==> src/descendant_count_estimate_macros.svh <==
// ----------------------------------------------------------------------------
// descendant_count_estimate_macros.svh
// Assertion shorthands for the descendant count estimator.
// ----------------------------------------------------------------------------
`ifndef DESCENDANT_COUNT_ESTIMATE_MACROS_SVH
`define DESCENDANT_COUNT_ESTIMATE_MACROS_SVH

// same-cycle implication, checked out of reset
`define DCE_ASSERT_IMP(lbl, ante, cons, msg) \
  lbl: assert property (@(posedge clk) disable iff (!rst_n) (ante) |-> (cons)) \
    else $error(msg);

// next-cycle implication, checked out of reset
`define DCE_ASSERT_NXT(lbl, ante, cons, msg) \
  lbl: assert property (@(posedge clk) disable iff (!rst_n) (ante) |=> (cons)) \
    else $error(msg);

`endif

==> src/dce_pkg.sv <==
// ----------------------------------------------------------------------------
// dce_pkg
// Shared widths, register map, inter-stage structs and the output clamp.
// ----------------------------------------------------------------------------
`timescale 1ns / 1ps

package dce_pkg;

  localparam int SampleHalf = 100;
  localparam int SampleSpan = 2 * SampleHalf;

  localparam int CntW   = 31;
  localparam int PreW   = 31;
  localparam int DepthW = 7;
  localparam int EstW   = 32;
  localparam int SumW   = 48;
  localparam int TermW  = PreW + 2;
  localparam int DataW  = 32;
  localparam int AddrW  = 3;

  // remainder width of the divide by the sample span
  localparam int RemW    = $clog2(SampleSpan);
  // product kept to this signed width; beyond it the estimate saturates anyway
  localparam int PclW    = EstW + RemW + 1;
  localparam int DvdW    = PclW;

  // divide by span in two digits: high digit, then its remainder joined
  // with the low digit
  localparam int DigW   = 20;
  localparam int HiW    = DvdW - DigW;
  localparam int DivInW = RemW + DigW;
  localparam int RcpSh  = DivInW + RemW;
  // ceil(2^RcpSh / span): exact floor division for any input below 2^DivInW
  localparam longint RcpVal = ((longint'(1) <<< RcpSh) + longint'(SampleSpan) - 1) /
                              longint'(SampleSpan);

  localparam logic RegCtxCount = 1'b0;
  localparam logic RegDocCount = 1'b1;

  typedef struct packed {
    logic [CntW-1:0] ctx_count;
    logic [CntW-1:0] doc_count;
  } cfg_t;

  typedef struct packed {
    logic [PreW-1:0]         pre;
    logic [PreW-1:0]         post;
    logic signed [TermW-1:0] term;
    logic                    counted;
    logic                    last;
    logic                    sampled;
  } a_item_t;

  typedef struct packed {
    logic signed [SumW-1:0] sum;
    logic                   sampled;
  } b_res_t;

  typedef struct packed {
    logic idle;
    logic done;
  } scl_stat_t;

  // limit to doc_count - 1 from above and to the 32-bit minimum from below
  function automatic logic signed [EstW-1:0] clamp_est(
    input logic signed [SumW-1:0] v,
    input logic [CntW-1:0]        doc
  );
    logic signed [SumW-1:0] lim;
    logic signed [SumW-1:0] lo;
    lim = $signed(SumW'(doc) - SumW'(1));
    lo  = {{(SumW-EstW+1){1'b1}}, {(EstW-1){1'b0}}};
    if (v > lim) begin
      clamp_est = lim[EstW-1:0];
    end else if (v < lo) begin
      clamp_est = lo[EstW-1:0];
    end else begin
      clamp_est = v[EstW-1:0];
    end
  endfunction

endpackage

==> src/dce_front.sv <==
// ----------------------------------------------------------------------------
// dce_front
// Input register: position tracking, sampling window and term precompute.
// ----------------------------------------------------------------------------
`timescale 1ns / 1ps

module dce_front (
  input  logic                        clk,
  input  logic                        rst_n,
  input  logic                        en,
  input  logic                        accept,
  input  logic [dce_pkg::PreW-1:0]    node_pre,
  input  logic [dce_pkg::PreW-1:0]    node_post,
  input  logic [dce_pkg::DepthW-1:0]  node_depth,
  input  logic [dce_pkg::CntW-1:0]    ctx_count,
  output logic                        a_vld,
  output dce_pkg::a_item_t            a_item
);
  import dce_pkg::*;

  logic [CntW-1:0] pos_r, pos_nxt;
  logic            a_vld_r, a_vld_nxt;
  a_item_t         a_item_r, a_item_nxt;
  logic            take;
  logic            last;
  logic            sampled;
  logic            counted;

  always_comb begin
    // empty context: items are dropped
    take    = accept && (ctx_count != '0);
    last    = ({1'b0, pos_r} + (CntW+1)'(1)) >= {1'b0, ctx_count};
    sampled = ctx_count > CntW'(SampleSpan);
    counted = !sampled || (pos_r < CntW'(SampleHalf)) ||
              (pos_r >= ctx_count - CntW'(SampleHalf));

    a_item_nxt.pre     = node_pre;
    a_item_nxt.post    = node_post;
    a_item_nxt.term    = $signed(TermW'({2'b00, node_post}) - TermW'({2'b00, node_pre}) +
                                 TermW'(node_depth) - TermW'(1));
    a_item_nxt.counted = counted;
    a_item_nxt.last    = last;
    a_item_nxt.sampled = sampled;

    pos_nxt = pos_r;
    if (take) begin
      pos_nxt = last ? '0 : pos_r + CntW'(1);
    end
    a_vld_nxt = en ? take : a_vld_r;
  end

  always_ff @(posedge clk) begin
    if (!rst_n) begin
      pos_r   <= '0;
      a_vld_r <= 1'b0;
    end else begin
      pos_r   <= pos_nxt;
      a_vld_r <= a_vld_nxt;
    end
  end

  always_ff @(posedge clk) begin
    if (en && take) begin
      a_item_r <= a_item_nxt;
    end
  end

  assign a_vld  = a_vld_r;
  assign a_item = a_item_r;

endmodule

==> config.mk <==
export PLATFORM = sky130hd
export DESIGN_NAME = dce_front
export DESIGN_NICKNAME = d
export VERILOG_FILES = /design/src/descendant_count_estimate_macros.svh /design/src/dce_pkg.sv /design/src/dce_front.sv
export SDC_FILE = /design/constraint.sdc
export NUM_CORES = 1
export LEC_CHECK = 0
export ABC_AREA = 1
export BUFFER_PORTS_ARGS = -buffer_cell sky130_fd_sc_hd__buf_2
export CAP_MARGIN = 15
export CELL_PAD_IN_SITES_DETAIL_PLACEMENT = 1
export CELL_PAD_IN_SITES_GLOBAL_PLACEMENT = 2
export CORE_ASPECT_RATIO = 1.4
export CORE_MARGIN = 3
export CORE_UTILIZATION = 33
export CTS_CLUSTER_DIAMETER = 200
export DETAILED_ROUTE_END_ITERATION = 6
export PLACE_DENSITY_LB_ADDON = 0.25
export RECOVER_POWER = 25
export REMOVE_ABC_BUFFERS = 1
export SYNTH_ARGS = -nofsm -noshare
export SYNTH_HDL_FRONTEND = slang
export SYNTH_SLANG_ARGS = --single-unit
export TNS_END_PERCENT = 50
==> constraint.sdc <==
create_clock -name clk -period 8.7 [get_ports clk]
set_input_delay 1.305 -clock clk [delete_from_list [all_inputs] [get_ports clk]]
set_output_delay 1.305 -clock clk [all_outputs]
set_load 0.01 [all_outputs]
==> flow_summary.ini <==
[run_status]
run_status = completed

[layout]
nNetsFinal = 2097
mostFrequentLayoutCells = 397 x nand2_1, 309 x inv_1, 138 x buf_2, 137 x nor2_1, 133 x ha_1
nFillCells = 4563
area_growth_pct = 16.99
multi_input_area_sq_um = 7102
regArea_sq_um = 3583
drive_gt1_share_pct = 13.58
final_common_cell = nand2_1
n_antenna_cell = 0

[die]
core-area_sq_um = 35370
initial_core_util_pct = 33.78
dieArea_sq_um = 38550
top_level_ports = 203
rows = 81
die_y_um = 231.1
die_x_um = 166.8

[grt]
use_met1_pct = 20.71
overflow = 0
grt-busiest-layer = met2
grt_pass1_vias = 12110
antenna_found_initial = 0
met2_usage_pct = 38.61
grt_max_degree = 64
grt_pass1_wl_um = 60180
grt_use_met3_pct = 2.593
grt_usage_pct = 19.31

[detailed_routing]
firstDrtPassIters = 4
drc = 0
wl_per_cell_um = 15.92
first_iter_violations = 324
vias = 11350
totalWireLength_um = 37040
ant_nets = 0
viasPerCell = 4.875

[synth]
synth_area_sq_um = 11950
avgSynthCellArea_sq_um = 7.236
synth_edf_count = 98
synth_cells = 1651
async_reset_ff_share_pct = 0
ys_warn_count = 0
synth_ff_type = edfxtp_1
seq_area_frac_synth_pct = 30.00
ys_types = 49
ys_seq_elements = 130

[clock_network]
cts_buffers = 17
ctsHoldBuffers = 0
worstSkewPairLatency_ns = 0.43
cts_sinks = 130
cts.path.max_buffers = 2
cts_tree = done
clk_root_buffer_cell = clkbuf_16
h-tree-depth = 4
path_clk_slew_ns = 0.06
post-cts-setup-buffers = 0
post_cts_resize_count = 0

[timing]
fin_crit_ns = 4.915
setup_ws_ns = 3.785
post-route-period-util_pct = 56.50
fin_tns_setup_ns = 0
clock_skew_ns = 0.01040
worstMarginPinSlew_ns = 0.7440
final_max_slew_viol_count = 0
hold_viol = 0
slew-limit-headroom_pct = 49.12
fmax_mhz = 203.5
setup_viol = 0
rsz0062_at_grt = no

[job]
maxCapViolCount = 0

[placed_design]
place_ws_ns = 3.251
port_buffers = 202
gp_congestion = 0.8401
dp_hpwl_um = 31360

[setup_path]
crit_fanout = 4
cp.arrival_ns = 5.09
max_stage_delay_ns = 0.65
crit_chain = buf_2 > inv_1 > ha_1 > a21oi_1 > nand2_1 > nand2_1 > inv_1 > nand2_1 > or4_1 > nor2_1 > nand2_1 > nor2_1 > nand2_1 > xor2_1 > ha_1 > nand2_1 > nor2_1 > a2111oi_0 > o31ai_1 > nor4_1 > nand2_1
crit_family = simple AND/OR/NAND/NOR gates
crit_required_ns = 8.88
cpMaxStageDelayCell = a2111oi_0
crit_top_cell = nand2_1
worstPathBufferInverterCount = 3
cp-start-kind = input port
end_kind = flip-flop
path_class = input port to flip-flop

[power_and_ir_drop]
peakVddDrop_mv = 0.1246
leakage_nw = 6.894
p_total_mw = 2.407
pwr_density_cell_nw_per_um2 = 172.3

[worst_hold_path]
hp-class = flip-flop to flip-flop
==> cells in the mapped netlist (2+ instances only) <==
cell / number / area [sq um]
nor2_2: 13 / 81.33
xor2_1: 72 / 630.6
or2_1: 2 / 12.51
edfxtp_1: 98 / 2943
nand2_2: 36 / 225.2
nor4_1: 17 / 106.4
a21oi_1: 116 / 580.6
buf_6: 3 / 33.78
nand4_1: 74 / 462.9
nor2_4: 5 / 56.30
o21ai_0: 21 / 105.1
o211ai_1: 4 / 30.03
o21bai_1: 7 / 52.55
nor2_1: 138 / 518.0
a21o_1: 4 / 30.03
dfxtp_1: 32 / 640.6
o21a_1: 2 / 15.01
or4_1: 2 / 15.01
nand2_1: 397 / 1490
ha_1: 133 / 1664
and2_1: 3 / 18.77
xnor2_1: 18 / 157.7
buf_2: 9 / 45.04
a31o_2: 2 / 17.52
nor3_2: 3 / 30.03
nor3_1: 21 / 105.1
o21ai_1: 2 / 10.01
inv_1: 309 / 1160
o31ai_1: 2 / 15.01
nand3_2: 12 / 120.1
clkbuf_1: 9 / 33.78
nand3_1: 63 / 315.3
o21ai_2: 2 / 17.52
fa_1: 2 / 40.04
a211oi_1: 4 / 30.03
==> state kept, by name, summed over array words and instances, names as in the netlist <==
name	cells
a_item	98
a_vld	1
pos_r	31
==> final timing paths <==
| path | startpoint | slack [ns] | cells past startpoint | to |
|---|---|---|---|---|
| setup / recovery | ctx_count[2] | 3.78 | 21 | a_item[2] |
| hold / removal | a_vld | 0.47 | 2 | a_vld |
| setup reg to reg | pos_r[0] | 4.56 | 20 | pos_r[26] |
| hold reg to reg | a_vld | 0.47 | 2 | a_vld |
==> metal layers <==
layer	vias up	wire length [um]
met3	43	1027
li1	5812	-
met5	-	0
met1	5317	14750
met4	0	903
met2	173	20360
==> cell families after synthesis <==
logic type | count (synthesis) | synth area share, %
DFF | 130 | 30.00
buffers and inverters | 331 | 10.68
and+or+nand+nor | 793 | 30.37
AOI/OAI and AO/OA | 172 | 8.086
adders and majority gates | 135 | 14.26
xor gates and xnor gates | 90 | 6.598
==> worst register-to-register path, stage by stage, from the launching register on <==
cell and delay [ns]:
dfxtp_1 0.44, ha_1 0.28, nand3_1 0.15, nor2_2 0.17, nand2_1 0.12, nor2_2 0.15, nand2_2 0.15, nor4_2 0.33
nand3_1 0.20, nor2_1 0.13, nand2_1 0.06, nand2_1 0.08, inv_1 0.06, ha_1 0.27, nand4_1 0.11, or2_1 0.27
nor3_1 0.39, nand4_1 0.14, buf_4 0.29, nand4_1 0.16, a21oi_1 0.08
==> final cells by class <==
cell class              count  area share [%]
multi-input cells        1190           50.81
flip-flops and latches    130           25.64
inverters                 310           8.326
repair buffers            209           7.180
well taps                 456           4.082
clock buffers              20           3.124
clock inverters            12          0.8326
==> power by group <==
part,switching [mW],total [mW],internal (mW),leakage (nW)
sequential,0.0271,0.794,0.767,1.18
clock,0.277,0.693,0.417,0.268
combinational,0.591,0.920,0.329,5.45
==> stage by stage <==
step	cell area, sq um	instances	utilization (%)	hold WS, ns
after floorplan	11830	1630	-	0.4872
after global placement	13480	2294	38.10	0.4557
after detailed placement	13480	2294	38.10	0.4592
after CTS	14030	2326	39.66	0.4697
after global routing	13980	2327	39.51	0.4788
final	13980	2327	39.51	0.4680
Power figures use the tool's default switching activity.
