==> config.mk <==
export PLATFORM = sky130hd
export DESIGN_NAME = dce_regs
export DESIGN_NICKNAME = d
export VERILOG_FILES = /design/src/descendant_count_estimate_macros.svh /design/src/dce_pkg.sv /design/src/dce_regs.sv
export SDC_FILE = /design/constraint.sdc
export NUM_CORES = 1
export LEC_CHECK = 0
export BUFFER_PORTS_ARGS = -buffer_cell sky130_fd_sc_hd__buf_2
export CAP_MARGIN = 20
export CORE_MARGIN = 10
export CORE_UTILIZATION = 46
export CTS_CLUSTER_DIAMETER = 50
export DETAILED_ROUTE_END_ITERATION = 12
export PLACE_DENSITY = 0.76
export SLEW_MARGIN = 20
export SYNTH_ARGS = -nofsm -noshare
export SYNTH_HDL_FRONTEND = slang
export SYNTH_SLANG_ARGS = --single-unit
==> constraint.sdc <==
create_clock -name clk -period 1.1 [get_ports clk]
set_input_delay 0.11 -clock clk [delete_from_list [all_inputs] [get_ports clk]]
set_output_delay 0.11 -clock clk [all_outputs]
set_load 0.01 [all_outputs]
==> src/descendant_count_estimate_macros.svh <==
// ----------------------------------------------------------------------------
// descendant_count_estimate_macros.svh
// Assertion shorthands for the descendant count estimator.
// ----------------------------------------------------------------------------
`ifndef DESCENDANT_COUNT_ESTIMATE_MACROS_SVH
`define DESCENDANT_COUNT_ESTIMATE_MACROS_SVH

// same-cycle implication, checked out of reset
`define DCE_ASSERT_IMP(lbl, ante, cons, msg) \
  lbl: assert property (@(posedge clk) disable iff (!rst_n) (ante) |-> (cons)) \
    else $error(msg);

// next-cycle implication, checked out of reset
`define DCE_ASSERT_NXT(lbl, ante, cons, msg) \
  lbl: assert property (@(posedge clk) disable iff (!rst_n) (ante) |=> (cons)) \
    else $error(msg);

`endif

==> src/dce_pkg.sv <==
// ----------------------------------------------------------------------------
// dce_pkg
// Shared widths, register map, inter-stage structs and the output clamp.
// ----------------------------------------------------------------------------
`timescale 1ns / 1ps

package dce_pkg;

  localparam int SampleHalf = 100;
  localparam int SampleSpan = 2 * SampleHalf;

  localparam int CntW   = 31;
  localparam int PreW   = 31;
  localparam int DepthW = 7;
  localparam int EstW   = 32;
  localparam int SumW   = 48;
  localparam int TermW  = PreW + 2;
  localparam int DataW  = 32;
  localparam int AddrW  = 3;

  // remainder width of the divide by the sample span
  localparam int RemW    = $clog2(SampleSpan);
  // product kept to this signed width; beyond it the estimate saturates anyway
  localparam int PclW    = EstW + RemW + 1;
  localparam int DvdW    = PclW;

  // divide by span in two digits: high digit, then its remainder joined
  // with the low digit
  localparam int DigW   = 20;
  localparam int HiW    = DvdW - DigW;
  localparam int DivInW = RemW + DigW;
  localparam int RcpSh  = DivInW + RemW;
  // ceil(2^RcpSh / span): exact floor division for any input below 2^DivInW
  localparam longint RcpVal = ((longint'(1) <<< RcpSh) + longint'(SampleSpan) - 1) /
                              longint'(SampleSpan);

  localparam logic RegCtxCount = 1'b0;
  localparam logic RegDocCount = 1'b1;

  typedef struct packed {
    logic [CntW-1:0] ctx_count;
    logic [CntW-1:0] doc_count;
  } cfg_t;

  typedef struct packed {
    logic [PreW-1:0]         pre;
    logic [PreW-1:0]         post;
    logic signed [TermW-1:0] term;
    logic                    counted;
    logic                    last;
    logic                    sampled;
  } a_item_t;

  typedef struct packed {
    logic signed [SumW-1:0] sum;
    logic                   sampled;
  } b_res_t;

  typedef struct packed {
    logic idle;
    logic done;
  } scl_stat_t;

  // limit to doc_count - 1 from above and to the 32-bit minimum from below
  function automatic logic signed [EstW-1:0] clamp_est(
    input logic signed [SumW-1:0] v,
    input logic [CntW-1:0]        doc
  );
    logic signed [SumW-1:0] lim;
    logic signed [SumW-1:0] lo;
    lim = $signed(SumW'(doc) - SumW'(1));
    lo  = {{(SumW-EstW+1){1'b1}}, {(EstW-1){1'b0}}};
    if (v > lim) begin
      clamp_est = lim[EstW-1:0];
    end else if (v < lo) begin
      clamp_est = lo[EstW-1:0];
    end else begin
      clamp_est = v[EstW-1:0];
    end
  endfunction

endpackage

==> src/dce_regs.sv <==
// ----------------------------------------------------------------------------
// dce_regs
// APB-style register file: context count and document node count.
// ----------------------------------------------------------------------------
`timescale 1ns / 1ps

module dce_regs (
  input  logic                       clk,
  input  logic                       rst_n,
  input  logic                       psel,
  input  logic                       penable,
  input  logic                       pwrite,
  input  logic [dce_pkg::AddrW-1:0]  paddr,
  input  logic [dce_pkg::DataW-1:0]  pwdata,
  output logic [dce_pkg::DataW-1:0]  prdata,
  output logic                       pready,
  output dce_pkg::cfg_t              cfg
);
  import dce_pkg::*;

  logic [CntW-1:0] ctx_r, ctx_nxt;
  logic [CntW-1:0] doc_r, doc_nxt;
  logic            wr;
  logic            reg_sel;

  assign pready  = 1'b1;
  assign wr      = psel & penable & pwrite;
  assign reg_sel = paddr[AddrW-1];

  always_comb begin
    ctx_nxt = ctx_r;
    doc_nxt = doc_r;
    if (wr) begin
      case (reg_sel)
        RegCtxCount: ctx_nxt = pwdata[CntW-1:0];
        RegDocCount: doc_nxt = pwdata[CntW-1:0];
        default: ;
      endcase
    end
  end

  always_ff @(posedge clk) begin
    if (!rst_n) begin
      ctx_r <= '0;
      doc_r <= CntW'(1);
    end else begin
      ctx_r <= ctx_nxt;
      doc_r <= doc_nxt;
    end
  end

  assign prdata = (reg_sel == RegDocCount) ? DataW'(doc_r) : DataW'(ctx_r);

  assign cfg.ctx_count = ctx_r;
  assign cfg.doc_count = doc_r;

endmodule

==> results.yml, run 1 <==
floorplan:
  rows: 28
  die_area_um2: 9510
  core_area_um2: 5890
  start_util: 0.470
  io-pin-count: 135
  die_h_um: 97.5
  die_w_um: 97.5
detailed_routing:
  num_vias: 2555
  wl_met1_um: 3360
  wl_met2_um: 4240
  drt_wl_total_um: 8360
  routedWlPerCell_um: 15.8
  detail-route-antenna-nets: 0
  drt_iter0_drc: 74
  met3_length_um: 611
  routed.top_layer: "met4"
  drc: 0
  dr.pass1.iters: 4
  viasPerCell: 4.84
cells_and_area:
  final_common_cell: "buf_2"
  nFillCells: 424
  nets: 489
  fin_cells: 528
  final_cell_mix: "buf_2 (98), nand2_1 (92), mux2i_1 (62), dfxtp_2 (62), buf_4 (50)"
  layout-drive-gt1-share: 0.642
  post-route-util: 0.745
  syn_to_final_growth_pct: 58.6
  antenna_cells: 0
grt:
  antenna_found_initial: 0
  grt_pass1_vias: 2750
  grt.total_usage: 0.167
  grt_pass1_wl_um: 13300
  grt_overflow: 0
  grt_max_degree: 53
synth:
  muxShareOfSynthArea: 0.351
  yosysSeqAreaShare: 0.449
  synth_xor_area_frac: 0
  synth_nets: 316
  synth-seq-cells: 62
  synth_area_um2: 2760
  synth_top_family_by_area: "multiplexers"
  synthDistinctLibCells: 13
  syn_inst: 276
  synth-adder-area-share: 0
  synth_compound_area_frac: 0
  avgSynthCellArea_um2: 10.0
  yosysWarnings: 0
  yosys.area_share.simple: 0.135
timing:
  period_share: 1.05
  slew_viol_final: 0
  setup_viol: 31
  report.final.hold_viol_count: 0
  rsz0062_at_grt: "true"
  fin_skew_ns: 0
  finalCriticalPeriod_ns: 1.16
  layout_setup_ws_ns: -0.0579
  fmax_ghz: 0.864
worst_setup_path:
  crit_path_start_kind: "flop"
  path_class: "flop to output pin"
  crit_arrival_ns: 1.05
  required_ns: 0.99
  path_max_fanout: 3
  end_kind: "output pin"
job:
  max_cap_viol_count: 0
placement:
  dp_cells: 464
  dp_hpwl_um: 5270
  portBuffers: 129
  place.gp.congestion: 0.719
clocking:
  h-tree-depth: 3
  cts_buffer_depth: 2
  clock_sinks: 62
  cts.clk_slew.worst_paths_ns: 0.06
  cts_root_buffer: "clkbuf_8"
  clk_latency_ns: 0.33
  tritoncts: "built"
  numCtsBuffers: 9
pwr:
  power_density_nw_per_um2: 1070
  leakage_nw: 2.35
  vdd_drop_max_mv: 0.783
run_status:
  violations: "setup timing"
  status: "finished, violations left"
min_path:
  min_path_type: "input port to flop"
## synth_stat cells
cell       n  area, µm²
buf_12     3       60.1
and4b_1    1       10.0
buf_2      5       25.0
buf_6      1       11.3
mux2_2    31        349
clkbuf_1   8       30.0
nand2_1   92        345
conb_1     2       7.51
nor2b_1    2       12.5
nand4_1    1       6.26
mux2i_1   62        621
dfxtp_1   62       1240
buf_4      6       45.0
## cells by family after synthesis
family,count (synthesis)
buffers and inverters,23
DFF,62
muxes,93
other,2
and+or+nand+nor,96
## final timing paths
| kind | end | startpoint | slack [ns] | cells after the start |
|---|---|---|---|---|
| worst min register to register | ctx_r[1] | ctx_r[1] | 0.47 | 2 |
| worst min-delay path | ctx_r[0] | pwdata[0] | 0.03 | 3 |
| worst max register to register | ctx_r[24] | ctx_r[24] | 0.40 | 3 |
| worst max-delay path | prdata[19] | doc_r[19] | -0.06 | 2 |
## critical path, cell delays in order, from the launching register on
cell and delay, ns:
dfxtp_2 0.34, mux2_4 0.26, buf_6 0.12
## sequential cells by signal, indices dropped and copies added (netlist names)
name	count
doc_r	31
ctx_r	31
## routing by layer
metal / GRT usage / up-vias
met4: 0.0716 / 0
met1: 0.172 / 1195
met5: 0 / -
met2: 0.293 / 92
met3: 0.0640 / 10
li1: - / 1258
## metrics by stage
step | power, W | hold WS (ns) | setup WS [ns] | TNS (ns) | instance area [µm²]
2_1_floorplan | 0.00267 | 0.252 | 0.123 | 0 | 2760
3_3_place_gp | 0.00285 | 0.371 | 0.0387 | 0 | 3460
4_1_cts | 0.00469 | 0.0185 | -0.0707 | -1.71 | 4330
3_5_place_dp | 0.00286 | 0.384 | -0.0128 | -0.0131 | 3460
6_report | 0.00468 | 0.0263 | -0.0579 | -1.38 | 4380
5_1_grt | 0.00490 | 0.0346 | -0.0972 | -2.51 | 4380
## where the power goes
part | total [W] | internal [W] | switching (W)
sequential | 0.00234 | 0.00230 | 0.0000316
combinational | 0.000617 | 0.000323 | 0.000293
clock | 0.00173 | 0.000928 | 0.000800
## repair_timing
item                       CTS  global route
setup endpoints to repair   31            31
pin swaps                    0             0
gates resized for setup    115             9
setup buffers               46             3
hold buffers                 0             0
## cell type report
| cell class | count | area (µm²) | share of cell area |
|---|---|---|---|
| clock inverters | 1 | 5.00 | 0.00114 |
| clock buffers | 14 | 163 | 0.0371 |
| flip-flops and latches | 62 | 1320 | 0.301 |
| well taps | 75 | 93.8 | 0.0214 |
| multi-input cells | 191 | 1470 | 0.335 |
| repair buffers | 185 | 1340 | 0.305 |
Note: power is estimated with default switching activity, not from simulation.
==> run 2: changes to the inputs <==
- CELL_PAD_IN_SITES_DETAIL_PLACEMENT: not set -> 1
- CELL_PAD_IN_SITES_GLOBAL_PLACEMENT: not set -> 2
- CORE_UTILIZATION: 46 -> 26
- PLACE_DENSITY: 0.76 -> 0.75
==> results.yml, run 2 (synthesis results as in run 1) <==
detailed_routing:
  drt_wl_total_um: 9430
  drt_iter0_drc: 61
  drc: 0
  viasPerCell: 4.36
  detail-route-antenna-nets: 0
  dr.pass1.iters: 4
  num_vias: 2575
  routedWlPerCell_um: 16.0
grt:
  grt_pass1_wl_um: 14700
  antenna_found_initial: 0
  grt.total_usage: 0.122
  grt_max_degree: 55
  grt_overflow: 0
  grt_pass1_vias: 2906
min_path:
  min_path_type: "input port to flop"
worst_setup_path:
  end_kind: "output pin"
  crit_path_top_delay_cell: "dfxtp_2"
  crit_path_start_kind: "flop"
  crit_family: "flip-flops"
  crit_arrival_ns: 1.06
  crit_chain: "mux2_4, buf_6"
  cp_num_buf_inv: 1
  path_max_fanout: 2
  required_ns: 0.99
  critical-path-max-stage-delay_ns: 0.33
  path_class: "flop to output pin"
placement:
  dp_hpwl_um: 6190
  dp_cells: 525
  dp_slack_ns: -0.00204
  place.gp.congestion: 0.676
  portBuffers: 129
timing:
  fin_skew_ns: 0
  layout_setup_ws_ns: -0.0672
  period_share: 1.06
  slew_viol_final: 0
  finalCriticalPeriod_ns: 1.17
  fmax_ghz: 0.857
  report.final.hold_viol_count: 0
  setup_viol: 31
  rsz0062_at_grt: "true"
floorplan:
  start_util: 0.268
  core_area_um2: 10300
  rows: 37
  die_h_um: 123
  die_area_um2: 15200
  die_w_um: 123
  io-pin-count: 135
cells_and_area:
  final_common_cell: "buf_2"
  antenna_cells: 0
  seq_area_um2: 1320
  fin_cells: 591
  syn_to_final_growth_pct: 62.7
  multiInputGateArea_um2: 1470
  nets: 492
  top_regs: "ctx_r x31, doc_r x31"
  final_cell_mix: "buf_2 (98), nand2_1 (92), mux2i_1 (62), dfxtp_2 (62), buf_4 (52)"
  layout-drive-gt1-share: 0.648
  nFillCells: 1207
pwr:
  leakage_nw: 2.38
  power_density_nw_per_um2: 1060
  vdd_drop_max_mv: 0.477
clocking:
  clk_latency_ns: 0.34
  cts_buffer_depth: 2
  h-tree-depth: 3
  ctsHoldBuffers: 0
  cts_root_buffer: "clkbuf_8"
  numCtsBuffers: 9
  tritoncts: "built"
  cts.clk_slew.worst_paths_ns: 0.07
  clock_sinks: 62
run_status:
  status: "finished, violations left"
  violations: "setup timing"
job:
  max_cap_viol_count: 0
[run 2: final cells by class]
| cell class | count | area share |
|---|---|---|
| clock buffer | 13 | 0.0376 |
| clock inverter | 1 | 0.00111 |
| multi-input combinational | 191 | 0.326 |
| sequential | 62 | 0.293 |
| tap | 136 | 0.0378 |
| timing repair buffer | 188 | 0.305 |
[run 2: final timing paths]
| path | from | endpoint | slack (ns) | cells past startpoint |
|---|---|---|---|---|
| setup / recovery | ctx_r[0] | prdata[0] | -0.07 | 2 |
| hold / removal | pwdata[25] | doc_r[25] | 0.03 | 3 |
| setup reg to reg | doc_r[0] | doc_r[0] | 0.35 | 3 |
| hold reg to reg | ctx_r[30] | ctx_r[30] | 0.46 | 2 |
[run 2: layer usage]
layer,GRT usage,up-vias,wire (µm)
met2,0.216,79,4660
met3,0.0533,8,850
met5,0,-,0
met1,0.127,1225,3820
li1,-,1263,-
met4,0.0415,0,104
[run 2: what timing repair did]
item,in CTS,in global routing
setup buffers,50,2
pin swaps,0,0
endpoints found under the setup margin,31,31
resized for setup,117,7
[run 2: worst min-delay path: cells and delay by family]
kind / cells / cell delay [ns]
muxes: 1 / 0.06
and+or+nand+nor: 1 / 0.06
buffers and inverters: 1 / 0.09
[run 2: through the flow]
step                      power, W   util  instance area (µm²)  setup TNS, ns  hold slack [ns]
final                      0.00477  0.436                 4500          -1.60           0.0337
after CTS                  0.00484  0.432                 4460          -2.17           0.0173
after global placement     0.00287  0.344                 3550              0            0.375
after detailed placement   0.00288  0.344                 3550       -0.00204            0.387
after floorplan            0.00267      -                 2760              0            0.252
after global routing       0.00502  0.436                 4500          -2.92           0.0259
[run 2: power by group]
group          total [W]  internal, W  switching [W]
sequential       0.00233      0.00230      0.0000307
combinational   0.000634     0.000330       0.000304
clock            0.00180     0.000975       0.000830
total            0.00477      0.00361        0.00116
==> run 3: changes to the inputs <==
- BUFFER_PORTS_ARGS: -buffer_cell sky130_fd_sc_hd__buf_2 -> not set
- CORE_UTILIZATION: 26 -> 35
- DONT_BUFFER_PORTS: not set -> 1
- PLACE_DENSITY: 0.75 -> 0.73
==> results.yml, run 3 (synthesis results as in run 1) <==
worst_setup_path:
  crit_chain: "mux2_4"
  cp_num_buf_inv: 0
  required_ns: 0.99
  crit_path_top_delay_cell: "dfxtp_2"
  path_max_fanout: 3
  crit_family: "flip-flops"
  crit_path_start_kind: "flop"
  path_class: "flop to output pin"
  end_kind: "output pin"
  critical-path-max-stage-delay_ns: 0.36
  crit_arrival_ns: 0.98
clocking:
  tritoncts: "built"
  cts_root_buffer: "clkbuf_8"
  h-tree-depth: 3
  clk_latency_ns: 0.32
  numCtsBuffers: 9
  cts_buffer_depth: 2
  clock_sinks: 62
  cts.clk_slew.worst_paths_ns: 0.07
run_status:
  violations: "hold timing"
  status: "finished, violations left"
job:
  max_cap_viol_count: 0
floorplan:
  rows: 32
  die_w_um: 109
  core_area_um2: 7690
  die_area_um2: 11900
  start_util: 0.360
  io-pin-count: 135
  die_h_um: 109
grt:
  grt_pass1_wl_um: 12000
  grt_pass1_vias: 2167
  grt.total_usage: 0.130
  grt_max_degree: 95
  antenna_found_initial: 0
  grt_overflow: 0
cells_and_area:
  post-route-util: 0.437
  final_common_cell: "nand2_1"
  top_regs: "ctx_r x31, doc_r x31"
  final_cell_mix: "nand2_1 (92), mux2i_1 (62), dfxtp_2 (61)"
  antenna_cells: 0
  fin_cells: 391
  nFillCells: 875
  syn_to_final_growth_pct: 21.5
  nets: 325
  layout-drive-gt1-share: 0.388
timing:
  setup_viol: 0
  finalCriticalPeriod_ns: 1.09
  period_share: 0.995
  report.final.hold_viol_count: 60
  fin_tns_setup_ns: 0
  fmax_ghz: 0.914
  rsz0062_at_grt: "true"
  timing.hold.ws_ns: -0.0636
  layout_setup_ws_ns: 0.00563
  slew_viol_final: 0
  fin_skew_ns: 0
placement:
  portBuffers: 0
  dp_cells: 359
  dp_slack_ns: 0.145
  dp_hpwl_um: 5190
  place.gp.congestion: 0.647
detailed_routing:
  dr.pass1.iters: 4
  num_vias: 1944
  detail-route-antenna-nets: 0
  routedWlPerCell_um: 19.7
  drt_iter0_drc: 38
  drt_wl_total_um: 7690
  drc: 0
  viasPerCell: 4.97
pwr:
  vdd_drop_max_mv: 0.600
  power_density_nw_per_um2: 1370
  leakage_nw: 1.48
min_path:
  min_path_type: "input port to flop"
## run 3: timing repair
action,4_1_cts,5_1_grt
hold buffers,3,14
endpoints found under the hold margin,62,61
gates resized for setup,93,1
setup buffers,0,0
endpoints found under the setup margin,31,31
## run 3: final timing paths
path,start,to,slack [ns],cells after the start
setup / recovery,ctx_r[1],prdata[1],0.006,1
hold / removal,rst_n,doc_r[6],-0.06,2
setup reg to reg,doc_r[23],doc_r[23],0.43,2
hold reg to reg,ctx_r[3],ctx_r[3],0.49,2
## run 3: stage by stage
stage	power, W	area, µm²
final	0.00461	3360
after floorplan	0.00267	2760
after detailed placement	0.00265	2800
after global placement	0.00264	2800
after CTS	0.00467	3210
after global routing	0.00483	3360
## run 3: cell type report
type | instances | area (µm²) | share of cell area
timing repair buffer | 21 | 250 | 0.0745
clock buffer | 11 | 141 | 0.0421
sequential | 62 | 1320 | 0.394
tap | 102 | 128 | 0.0380
multi-input combinational | 191 | 1470 | 0.438
clock inverter | 4 | 47.5 | 0.0142
## run 3: routing by layer
metal | GRT usage | part of all wire
met3 | 0.0619 | 0.10
met2 | 0.224 | 0.53
met1 | 0.131 | 0.36
met4 | 0.0565 | 0.0062
met5 | 0 | 0
## run 3: power breakdown
part | total, W | leakage, nW | internal, W | switching (W)
Sequential | 0.00238 | 0.532 | 0.00230 | 0.0000737
Clock | 0.00194 | 0.0952 | 0.00109 | 0.000850
Combinational | 0.000296 | 0.850 | 0.000173 | 0.000123
Total | 0.00461 | 1.48 | 0.00356 | 0.00105
