`src/descendant_count_estimate_macros.svh`:
```
// ----------------------------------------------------------------------------
// descendant_count_estimate_macros.svh
// Assertion shorthands for the descendant count estimator.
// ----------------------------------------------------------------------------
`ifndef DESCENDANT_COUNT_ESTIMATE_MACROS_SVH
`define DESCENDANT_COUNT_ESTIMATE_MACROS_SVH

// same-cycle implication, checked out of reset
`define DCE_ASSERT_IMP(lbl, ante, cons, msg) \
  lbl: assert property (@(posedge clk) disable iff (!rst_n) (ante) |-> (cons)) \
    else $error(msg);

// next-cycle implication, checked out of reset
`define DCE_ASSERT_NXT(lbl, ante, cons, msg) \
  lbl: assert property (@(posedge clk) disable iff (!rst_n) (ante) |=> (cons)) \
    else $error(msg);

`endif

```
`src/dce_pkg.sv`:
```
// ----------------------------------------------------------------------------
// dce_pkg
// Shared widths, register map, inter-stage structs and the output clamp.
// ----------------------------------------------------------------------------
`timescale 1ns / 1ps

package dce_pkg;

  localparam int SampleHalf = 100;
  localparam int SampleSpan = 2 * SampleHalf;

  localparam int CntW   = 31;
  localparam int PreW   = 31;
  localparam int DepthW = 7;
  localparam int EstW   = 32;
  localparam int SumW   = 48;
  localparam int TermW  = PreW + 2;
  localparam int DataW  = 32;
  localparam int AddrW  = 3;

  // remainder width of the divide by the sample span
  localparam int RemW    = $clog2(SampleSpan);
  // product kept to this signed width; beyond it the estimate saturates anyway
  localparam int PclW    = EstW + RemW + 1;
  localparam int DvdW    = PclW;

  // divide by span in two digits: high digit, then its remainder joined
  // with the low digit
  localparam int DigW   = 20;
  localparam int HiW    = DvdW - DigW;
  localparam int DivInW = RemW + DigW;
  localparam int RcpSh  = DivInW + RemW;
  // ceil(2^RcpSh / span): exact floor division for any input below 2^DivInW
  localparam longint RcpVal = ((longint'(1) <<< RcpSh) + longint'(SampleSpan) - 1) /
                              longint'(SampleSpan);

  localparam logic RegCtxCount = 1'b0;
  localparam logic RegDocCount = 1'b1;

  typedef struct packed {
    logic [CntW-1:0] ctx_count;
    logic [CntW-1:0] doc_count;
  } cfg_t;

  typedef struct packed {
    logic [PreW-1:0]         pre;
    logic [PreW-1:0]         post;
    logic signed [TermW-1:0] term;
    logic                    counted;
    logic                    last;
    logic                    sampled;
  } a_item_t;

  typedef struct packed {
    logic signed [SumW-1:0] sum;
    logic                   sampled;
  } b_res_t;

  typedef struct packed {
    logic idle;
    logic done;
  } scl_stat_t;

  // limit to doc_count - 1 from above and to the 32-bit minimum from below
  function automatic logic signed [EstW-1:0] clamp_est(
    input logic signed [SumW-1:0] v,
    input logic [CntW-1:0]        doc
  );
    logic signed [SumW-1:0] lim;
    logic signed [SumW-1:0] lo;
    lim = $signed(SumW'(doc) - SumW'(1));
    lo  = {{(SumW-EstW+1){1'b1}}, {(EstW-1){1'b0}}};
    if (v > lim) begin
      clamp_est = lim[EstW-1:0];
    end else if (v < lo) begin
      clamp_est = lo[EstW-1:0];
    end else begin
      clamp_est = v[EstW-1:0];
    end
  endfunction

endpackage

```
`src/dce_accum.sv`:
```
// ----------------------------------------------------------------------------
// dce_accum
// Running maximum and saturating sum; hands the final sum of a run onward.
// ----------------------------------------------------------------------------
`timescale 1ns / 1ps

module dce_accum (
  input  logic              clk,
  input  logic              rst_n,
  input  logic              en,
  input  logic              a_vld,
  input  dce_pkg::a_item_t  a_item,
  output logic              b_vld,
  output dce_pkg::b_res_t   b_res
);
  import dce_pkg::*;

  logic [PreW-1:0]        lp_r, lp_nxt;
  logic signed [SumW-1:0] sum_r, sum_nxt;
  logic                   b_vld_r, b_vld_nxt;
  b_res_t                 b_res_r, b_res_nxt;
  logic                   upd;
  logic [SumW:0]          add;
  logic signed [SumW-1:0] sat;
  logic signed [SumW-1:0] sum_upd;

  always_comb begin
    upd = a_item.counted && (a_item.pre > lp_r) && (a_item.post > lp_r);
    add = {sum_r[SumW-1], sum_r} + (SumW+1)'(a_item.term);
    if (add[SumW] != add[SumW-1]) begin
      sat = add[SumW] ? {1'b1, {(SumW-1){1'b0}}} : {1'b0, {(SumW-1){1'b1}}};
    end else begin
      sat = add[SumW-1:0];
    end
    sum_upd = upd ? sat : sum_r;

    lp_nxt            = lp_r;
    sum_nxt           = sum_r;
    b_res_nxt.sum     = sum_upd;
    b_res_nxt.sampled = a_item.sampled;
    if (en && a_vld) begin
      if (a_item.last) begin
        lp_nxt  = '0;
        sum_nxt = '0;
      end else begin
        lp_nxt  = upd ? a_item.post : lp_r;
        sum_nxt = sum_upd;
      end
    end
    b_vld_nxt = en ? (a_vld && a_item.last) : b_vld_r;
  end

  always_ff @(posedge clk) begin
    if (!rst_n) begin
      lp_r    <= '0;
      sum_r   <= '0;
      b_vld_r <= 1'b0;
    end else begin
      lp_r    <= lp_nxt;
      sum_r   <= sum_nxt;
      b_vld_r <= b_vld_nxt;
    end
  end

  always_ff @(posedge clk) begin
    if (en && a_vld && a_item.last) begin
      b_res_r <= b_res_nxt;
    end
  end

  assign b_vld = b_vld_r;
  assign b_res = b_res_r;

endmodule

```
`config.mk`:
```
export PLATFORM = sky130hd
export DESIGN_NAME = dce_accum
export DESIGN_NICKNAME = d
export VERILOG_FILES = /design/src/descendant_count_estimate_macros.svh /design/src/dce_pkg.sv /design/src/dce_accum.sv
export SDC_FILE = /design/constraint.sdc
export NUM_CORES = 1
export LEC_CHECK = 0
export BUFFER_PORTS_ARGS = -buffer_cell sky130_fd_sc_hd__clkbuf_2
export CORE_MARGIN = 3
export CORE_UTILIZATION = 55
export CTS_BUF_LIST = sky130_fd_sc_hd__clkbuf_4 sky130_fd_sc_hd__clkbuf_8
export DETAILED_ROUTE_END_ITERATION = 8
export PLACE_DENSITY = 0.78
export REMOVE_ABC_BUFFERS = 1
export SYNTH_ARGS = -nofsm -noshare
export SYNTH_HDL_FRONTEND = slang
export SYNTH_SLANG_ARGS = --single-unit
```
`constraint.sdc`:
```
create_clock -name clk -period 9.3 [get_ports clk]
set_clock_uncertainty 0.1 [all_clocks]
set_input_delay 0.93 -clock clk [delete_from_list [all_inputs] [get_ports clk]]
set_output_delay 0.93 -clock clk [all_outputs]
set_load 0.01 [all_outputs]
```
==> impl_metrics.yaml, run 1 <==
timing:
  setup-violations-final: 0
  fin_crit_ps: 4700
  tns_ps: 0
  maxSlewViolCount: 0
  finalCritPeriodShare_pct: 50.6
  rsz0062_at_grt: "no"
  hold_viol_final: 0
  fmax_mhz: 213
  tightest_slew_ps: 1130
  slew_headroom_pct: 24.3
critical_path:
  required_ps: 9590
  slowest_delay_ps: 620
  worstSetupEndpointType: "flop"
  cp_top_family: "compound AO/OA/AOI/OAI gates"
  path_cells: "clkbuf_2 -> ha_1 -> a21o_1 -> a21o_1 -> a221oi_2 -> o21ai_0 -> a31o_2 -> a311oi_4 -> nand2_1 -> nor3_4 -> a221o_1"
  worstSetupPathType: "primary input to flop"
  cp_max_fo: 16
  crit_arrival_ps: 4990
  critPathLaunchType: "primary input"
  slowest_stage: "nor3_4"
  crit_buf_inv: 1
  cpMostUsedCell: "a21o_1"
yosys:
  synth_top_area_cell: "dfxtp_1"
  synth.top_cell.area_share_pct: 17.3
  netlist_top_cells_count: "nor2_1, ha_1, nand2_1"
  syn_inst: 1075
  synthTopCellsByArea: "dfxtp_1, edfxtp_1, ha_1"
  synth-edff-count: 49
  async_flop_share_pct: 0
  synthDistinctLibCells: 68
  ys_seq_area_share_pct: 33.1
  netlist_area_um2: 9280
  syn_area_per_cell_um2: 8.63
  synth_seq_cells: 129
  ys_warn_count: 0
  yosysMostFrequentCell: "nor2_1"
  synth_ff_type: "dfxtp_1"
clocking:
  cts_buffer_depth: 2
  numCtsBuffers: 17
  cts_tree: "built"
  cts_root_buf: "clkbuf_8"
  post_cts_resized: 0
  htree_levels: 4
  holdBufCountCts: 0
  cts_sinks: 129
  clk_pin_slew_ps: 80
  cts_setup_buffers: 0
  clock_latency_ps: 460
pwr:
  comb_power_share_pct: 16.9
  leakagePower_uw: 0.00456
  p_seq_share_pct: 42.4
  p_sw_uw: 397
  power_density_nw_per_um2: 134
  power.share.clock_pct: 40.8
  swShare_pct: 27.8
  power.internal_uw: 1030
  ir_drop_v: 0.000103
floorplan:
  core_area_um2: 16200
  io_pins: 152
  die_h_um: 136
  rows: 46
  start_util_pct: 57.4
  die_width_um: 136
  die_area_um2: 18500
routing:
  routed_wl_mm: 26.3
  routedWlPerCell_um: 18.4
  num_vias: 8824
  drt_first_pass_iters: 6
  drt_iter0_markers: 818
  ant_nets: 0
  drc_errors: 0
  vias_per_cell: 6.16
cells_and_area:
  diodes: 0
  design_area_um2: 10600
  syn_to_final_growth_pct: 14.7
  final_nets: 1416
  layout-drive-gt1-share_pct: 17.9
  utilization_pct: 65.8
grt:
  grt_pass1_wl_mm: 41.3
  grt_max_degree: 50
  antenna_found_initial: 0
  grt_overflow_total: 0
  grtUsageTotal_pct: 28.2
  grt_pass1_vias: 8220
place:
  place.gp.congestion: 1.01
  port-buffer-count: 151
  dpl_cell_area_um2: 10200
  dpl.hpwl_mm: 19.7
outcome:
  status: "completed"
hold_path:
  hp-class: "flop to flop"
run:
  max_cap_viol_count: 0
-- sequential cells by signal (all words and copies together), names as in the netlist --
name   cells
lp_r      31
b_vld      1
sum_r     48
b_res     49
-- power by group through the flow --
stage          clock [uW]  sequential (uW)  combinational [uW]
2_1_floorplan           0              620                 148
6_report              582              605                 241
4_1_cts               586              605                 238
3_3_place_gp            0              618                 233
5_1_grt               610              606                 268
3_5_place_dp            0              618                 237
-- worst paths after layout --
check | start | slack, ps | depth (start not counted) | end
setup / recovery | a_item[35] | 4600 | 11 | sum_r[28]$_SDFFE_PN0P_
hold / removal | b_vld$_SDFFE_PN0P_ | 380 | 2 | b_vld$_SDFFE_PN0P_
setup reg to reg | lp_r[26]$_SDFFE_PN0P_ | 4780 | 13 | sum_r[40]$_SDFFE_PN0P_
hold reg to reg | b_vld$_SDFFE_PN0P_ | 380 | 2 | b_vld$_SDFFE_PN0P_
-- metal layers --
metal  share of wire, %  GRT usage [%]  wire length, um  vias up
li1                   -              -                -     4278
met1                 44           38.5            11600     4098
met2                 45           45.0            11900      406
met3                8.7           6.00             2300       42
met4                1.9           8.29              506        0
met5                  0              0                0        -
-- through the flow --
| step | total power, uW | setup WS [ps] | hold slack, ps | cells |
|---|---|---|---|---|
| after floorplan | 769 | 2500 | 349 | 1025 |
| after global placement | 851 | 4230 | 361 | 1400 |
| after detailed placement | 854 | 4180 | 372 | 1400 |
| after CTS | 1430 | 4670 | 385 | 1432 |
| after global routing | 1480 | 4300 | 401 | 1432 |
| final | 1430 | 4600 | 381 | 1432 |
-- cell families (layout without fill, tap and decap cells) --
group / Yosys count / in the layout / share of synthesized area (%)
compound gates: 359 / 359 / 26.5
simple gates: 326 / 326 / 16.0
flops: 129 / 129 / 33.1
fa+ha+maj: 115 / 115 / 15.5
buf+inv: 98 / 239 / 4.21
xor+xnor: 40 / 40 / 3.78
mux: 8 / 8 / 0.957
-- cell usage in the layout (no fill, tap or decap), drive strengths merged, types with 7 or more instances in the layout --
cell type,n
nand2,109
a221o,8
xnor2,27
o2bb2ai,13
clkbuf,171
o21a,15
mux2,7
a21oi,79
nand4,25
edfxtp,49
a22oi,33
nand3,17
o21bai,7
a22o,14
nor2,114
a31oi,10
o21ai,77
a21o,30
a211oi,13
buf,8
dfxtp,80
a211o,8
nor3,21
xor2,13
inv,48
ha,110
o211ai,11
-- layout make-up --
| type | instances | area, um2 |
|---|---|---|
| inverter | 48 | 180 |
| timing repair buffer | 159 | 816 |
| clock buffer | 20 | 275 |
| tap | 216 | 270 |
| sequential | 129 | 3070 |
| clock inverter | 12 | 205 |
| multi-input combinational | 848 | 5830 |
| fill | 1362 | 5530 |
-- worst register-to-register path, stage by stage (launching register included) --
cell and delay, ps:
dfxtp_1 350, inv_1 80, ha_1 290, a211oi_1 220, o21ai_0 110, a221oi_1 420
o211ai_1 150, a211oi_1 340, or3_2 480, buf_4 490, o21a_1 650, buf_4 410
a21oi_1 120, a311oi_1 230
No activity file was read; power rests on OpenSTA's default activity.
==> run 2, diff against run 1 <==
- CORE_UTILIZATION: 55 -> 54
- PLACE_DENSITY: 0.78 -> 0.8
- clock period: 9.3 -> 4 ns (I/O delays scaled with it)
==> run 2 against run 1 <==
  * First-iteration DRC count fell by 18%
  * Combinational power rose to 2.5 times the previous value
  * Core utilization fell by 0.15 points
  * Flip-flop and latch count did not move
  * Critical path type is now flop to flop
  * Critical endpoint is now b_res[45]$_DFFE_PP_
  * Largest cell class unchanged
  * Highest routed layer unchanged
==> impl_metrics.yaml, run 2 (synthesized netlist as in run 1, its figures left out) <==
hold_path:
  hp-start: "a_item[0]"
  hp-class: "primary input to flop"
  hold_depth: 1
cells_and_area:
  layout-drive-gt1-share_pct: 20.6
  final_nets: 1457
  final_cells: 1477
  syn_to_final_growth_pct: 18.2
  largest_reg_flops: 49
  mostFrequentLayoutCell: "clkbuf_2"
  layout_common_cells: "clkbuf_2, nor2_1, ha_1"
  diodes: 0
  design_area_um2: 11000
floorplan:
  rows: 47
  start_util_pct: 55.6
  io_pins: 152
  die_width_um: 137
  core_area_um2: 16700
  die_h_um: 137
  die_area_um2: 18800
clocking:
  clk_pin_slew_ps: 80
  numCtsBuffers: 17
  cts_root_buf: "clkbuf_8"
  htree_levels: 4
  cts_tree: "built"
  clock_latency_ps: 460
  cts_sinks: 129
  cts_buffer_depth: 2
routing:
  routed_wl_mm: 27.7
  drc_errors: 0
  drt_first_pass_iters: 5
  num_vias: 9013
  vias_per_cell: 6.10
  drt_iter0_markers: 673
  routedWlPerCell_um: 18.8
  ant_nets: 0
critical_path:
  path_cells: "ha_1 -> fa_1 -> a211oi_1 -> o211a_1 -> o211ai_1 -> o21ai_1 -> a21oi_1 -> a31o_2 -> and2_1 -> buf_4 -> nor2_1 -> o31ai_1"
  worstSetupPathType: "flop to flop"
  r2r_cells: 12
  critPathLaunchType: "flop"
  crit_buf_inv: 1
  slowest_delay_ps: 470
  required_ps: 4080
  worstSetupEndpointType: "flop"
  cp_top_family: "compound AO/OA/AOI/OAI gates"
  crit_arrival_ps: 3910
  timing.rr.start: "sum_r[0]$_SDFFE_PN0P_"
  cp_max_fo: 12
  critPathLaunch: "sum_r[0]$_SDFFE_PN0P_"
  slowest_stage: "o31ai_1"
  worstSetupPathDepth: 12
timing:
  setup-violations-final: 0
  fin_crit_ps: 3830
  tightest_slew_ps: 1070
  rsz0062_at_grt: "no"
  slew_headroom_pct: 28.3
  tns_ps: 0
  fmax_mhz: 261
  finalCritPeriodShare_pct: 95.7
  hold_viol_final: 0
  setup_slack_ps: 172
  maxSlewViolCount: 0
pwr:
  power_density_nw_per_um2: 296
  power_uw: 3250
  comb_power_share_pct: 18.7
  swShare_pct: 29.9
  leakagePower_uw: 0.00476
  power.internal_uw: 2270
  power.share.clock_pct: 38.0
  p_sw_uw: 970
  p_seq_share_pct: 43.3
  ir_drop_v: 0.000203
grt:
  grt_pass1_vias: 8449
  grtUsageTotal_pct: 29.2
  antenna_found_initial: 0
  grt_pass1_wl_mm: 42.9
  grt_overflow_total: 0
  grt_max_degree: 59
place:
  pre_cts_ws_ps: -108
  dpl.hpwl_mm: 20.9
  port-buffer-count: 151
  place.gp.congestion: 1.00
  dpl_cell_area_um2: 10500
  dp.cells: 1442
run:
  max_cap_viol_count: 0
outcome:
  status: "completed"
## run 2: cell count changes in the layout (fill, tap and decap cells not counted), sizes merged
cell    before  now
inv         48   51
bufinv       5    3
buf          8   49
clkbuf     171  169
clkinv       5    6
## run 2: per-stage QoR
stage | utilization [%] | hold slack, ps
2_1_floorplan | - | 349
3_3_place_gp | 62.9 | 362
3_5_place_dp | 62.9 | 370
4_1_cts | 65.5 | 14.8
5_1_grt | 65.7 | 21.4
6_report | 65.7 | 28.2
## run 2: worst paths after layout
check	end	slack (ps)
max	b_res[45]$_DFFE_PP_	170
min	b_res[0]$_DFFE_PP_	30
max reg2reg	b_res[45]$_DFFE_PP_	170
min reg2reg	b_vld$_SDFFE_PN0P_	380
## run 2: layer usage
| metal | global-route usage (%) | routed length (um) |
|---|---|---|
| met1 | 38.1 | 11800 |
| met2 | 47.3 | 12700 |
| met3 | 6.18 | 2320 |
| met4 | 11.5 | 834 |
| met5 | 0 | 0 |
## run 2: final cells by class
cell class	count	area [um2]
fill	1429	5730
sequential	129	3070
timing repair buffer	200	1190
clock buffer	18	248
inverter	48	180
multi-input combinational	848	5830
clock inverter	14	180
tap	220	275
## run 2: power groups by stage
stage	registers [uW]	logic [uW]	clock network, uW
2_1_floorplan	1440	345	0
3_3_place_gp	1440	579	0
3_5_place_dp	1440	592	0
4_1_cts	1410	595	1250
5_1_grt	1410	664	1290
6_report	1410	607	1230
## run 2: repair_timing
item / CTS / global route
setup endpoints to repair: 0 / 23
hold buffers: 0 / 0
resized for setup: 0 / 1
setup buffers: 0 / 3
## run 2: worst reg2reg max path: stages, from the launching register on
cell	delay (ps)
dfxtp_1	370
ha_1	250
fa_1	280
a211oi_1	120
o211a_1	250
o211ai_1	270
o21ai_1	130
a21oi_1	350
a31o_2	390
and2_1	240
buf_4	230
nor2_1	110
o31ai_1	470
==> run 3, diff against run 2 <==
- ABC_AREA: default -> 1
- CORE_UTILIZATION: 54 -> 55
- CTS_CLUSTER_SIZE: default -> 14
- HOLD_SLACK_MARGIN: default -> 0.03
==> run 3 against run 2 <==
  * Cell count increased by 39%
  * Synthesized area increased by 19%
  * Non-clock buffer count decreased by 36
  * First-iteration DRC count increased by 11%
  * Sequential share of layout area decreased by 3.3 points
  * Largest cell class unchanged
==> impl_metrics.yaml, run 3 <==
outcome:
  status: "completed"
place:
  pre_cts_ws_ps: 475
  dpl.hpwl_mm: 26.0
  port-buffer-count: 151
  place.gp.congestion: 0.976
timing:
  finalCritPeriodShare_pct: 85.3
  hold_viol_final: 0
  rsz0062_at_grt: "no"
  fin_crit_ps: 3410
  setup-violations-final: 0
  tightest_slew_ps: 721
  fmax_mhz: 293
  slew_headroom_pct: 51.9
  tns_ps: 0
  setup_slack_ps: 586
  maxSlewViolCount: 0
critical_path:
  cp_max_fo: 44
  r2r_cells: 18
  crit_arrival_ps: 3650
  required_ps: 4230
  critPathLaunchType: "flop"
  worstSetupEndpointType: "flop"
  worstSetupPathType: "flop to flop"
clocking:
  htree_levels: 4
  cts_buffer_depth: 2
  numCtsBuffers: 17
  clock_latency_ps: 470
  cts_sinks: 129
  cts_tree: "built"
  cts_setup_buffers: 0
  clk_pin_slew_ps: 90
  cts_root_buf: "clkbuf_8"
  post_cts_resized: 0
yosys:
  ys_seq_area_share_pct: 27.8
  yosysMostFrequentCell: "nand2_1"
  synth.top_cell.area_share_pct: 18.5
  syn_inst: 1631
  synth-edff-count: 49
  synth_seq_cells: 129
  netlist_area_um2: 11100
  synth_ff_type: "dfxtp_1"
  synthTopCellsByArea: "nand2_1, dfxtp_1, edfxtp_1"
  synth_top_area_cell: "nand2_1"
  netlist_top_cells_count: "nand2_1, inv_1, a21oi_1"
  synthDistinctLibCells: 43
  ys_warn_count: 0
  syn_area_per_cell_um2: 6.78
  async_flop_share_pct: 0
floorplan:
  die_area_um2: 21900
  die_width_um: 148
  rows: 51
  io_pins: 152
  core_area_um2: 19600
  start_util_pct: 56.5
  die_h_um: 148
routing:
  routed_wl_mm: 32.7
  ant_nets: 0
  drt_iter0_markers: 750
  vias_per_cell: 5.31
  drc_errors: 0
  num_vias: 10900
  routedWlPerCell_um: 15.9
  drt_first_pass_iters: 5
cells_and_area:
  mostFrequentLayoutCell: "nand2_1"
  diodes: 0
  final_nets: 1988
  layout_common_cells: "nand2_1, inv_1, clkbuf_2"
  syn_to_final_growth_pct: 12.6
  layout-drive-gt1-share_pct: 20.6
  largest_reg_flops: 49
run:
  max_cap_viol_count: 0
grt:
  grt_overflow_total: 0
  grt_pass1_vias: 10500
  grt_max_degree: 49
  grt_pass1_wl_mm: 51.7
  grtUsageTotal_pct: 29.3
  antenna_found_initial: 0
pwr:
  comb_power_share_pct: 21.4
  power.internal_uw: 2220
  power.share.clock_pct: 35.3
  power_density_nw_per_um2: 262
  swShare_pct: 32.1
  ir_drop_v: 0.000192
  leakagePower_uw: 0.00591
  p_sw_uw: 1050
  p_seq_share_pct: 43.3
hold_path:
  hold_depth: 3
  hp-class: "primary input to flop"
## run 3: cell type report
| type | count | area, um2 |
|---|---|---|
| fillers | 1862 | 7140 |
| multi-input cells | 1267 | 7030 |
| flip-flops and latches | 129 | 3070 |
| repair buffers | 164 | 893 |
| inverters | 196 | 736 |
| well taps | 265 | 332 |
| clock buffers | 18 | 248 |
| clock inverters | 14 | 140 |
## run 3: critical path, cell delays in order (launching register included)
cell	delay (ps)
dfxtp_1	330
ha_1	270
fa_1	450
nand2_1	100
nand2_1	70
nand3_1	120
nand2_2	100
nand2_1	90
nand2_2	110
nand2_1	140
nand3_1	110
nand2_1	120
nand2_4	80
nand2_4	540
o21ai_0	190
nand2_1	110
nand2_1	70
nand2_1	60
a21oi_1	80
## run 3: final timing paths
kind / start / end / slack (ps)
worst min-delay path: a_item[66] / lp_r[30]$_SDFFE_PN0P_ / 80
worst max register to register: sum_r[0]$_SDFFE_PN0P_ / sum_r[39]$_SDFFE_PN0P_ / 590
worst min register to register: lp_r[8]$_SDFFE_PN0P_ / lp_r[8]$_SDFFE_PN0P_ / 360
worst max-delay path: sum_r[0]$_SDFFE_PN0P_ / sum_r[39]$_SDFFE_PN0P_ / 590
## run 3: cells by family (layout without fill, tap and decap cells)
kind of cell             after synthesis  count (layout)  synth area share, %
buffers and inverters                235             392                 8.82
AND/OR/NAND/NOR                      899             899                 36.5
AO/OA/AOI/OAI                        227             227                 11.9
flip-flops                           129             129                 27.8
XOR/XNOR                              30              30                 2.38
adder cells (fa/ha/maj)              111             111                 12.6
## run 3: power by group through the flow
stage	clock network [uW]	logic [uW]	registers, uW
after floorplan	0	447	1450
after global placement	0	673	1450
after detailed placement	0	688	1450
after CTS	1170	693	1420
after global routing	1220	778	1420
final	1150	698	1420
## run 3: stage by stage
stage	util, %	power, uW	hold slack [ps]	cell area [um2]	instances
global route	63.6	3410	74.9	12500	2053
CTS	63.6	3270	67.1	12500	2053
floorplan	-	1900	341	10800	1592
detailed placement	61.5	2130	353	12100	2020
global placement	61.5	2120	348	12100	2020
finish	63.6	3270	79.1	12500	2053
## run 3: what timing repair did
item | CTS | global route
hold buffers | 1 | 0
setup endpoints to repair | 0 | 0
endpoints found under the hold margin | 1 | 0
## run 3: metal layers
layer | track usage, % | part of all wire, %
met5 | 0 | 0
met4 | 9.52 | 2.5
met3 | 5.12 | 6.4
met2 | 50.8 | 47
met1 | 37.3 | 44
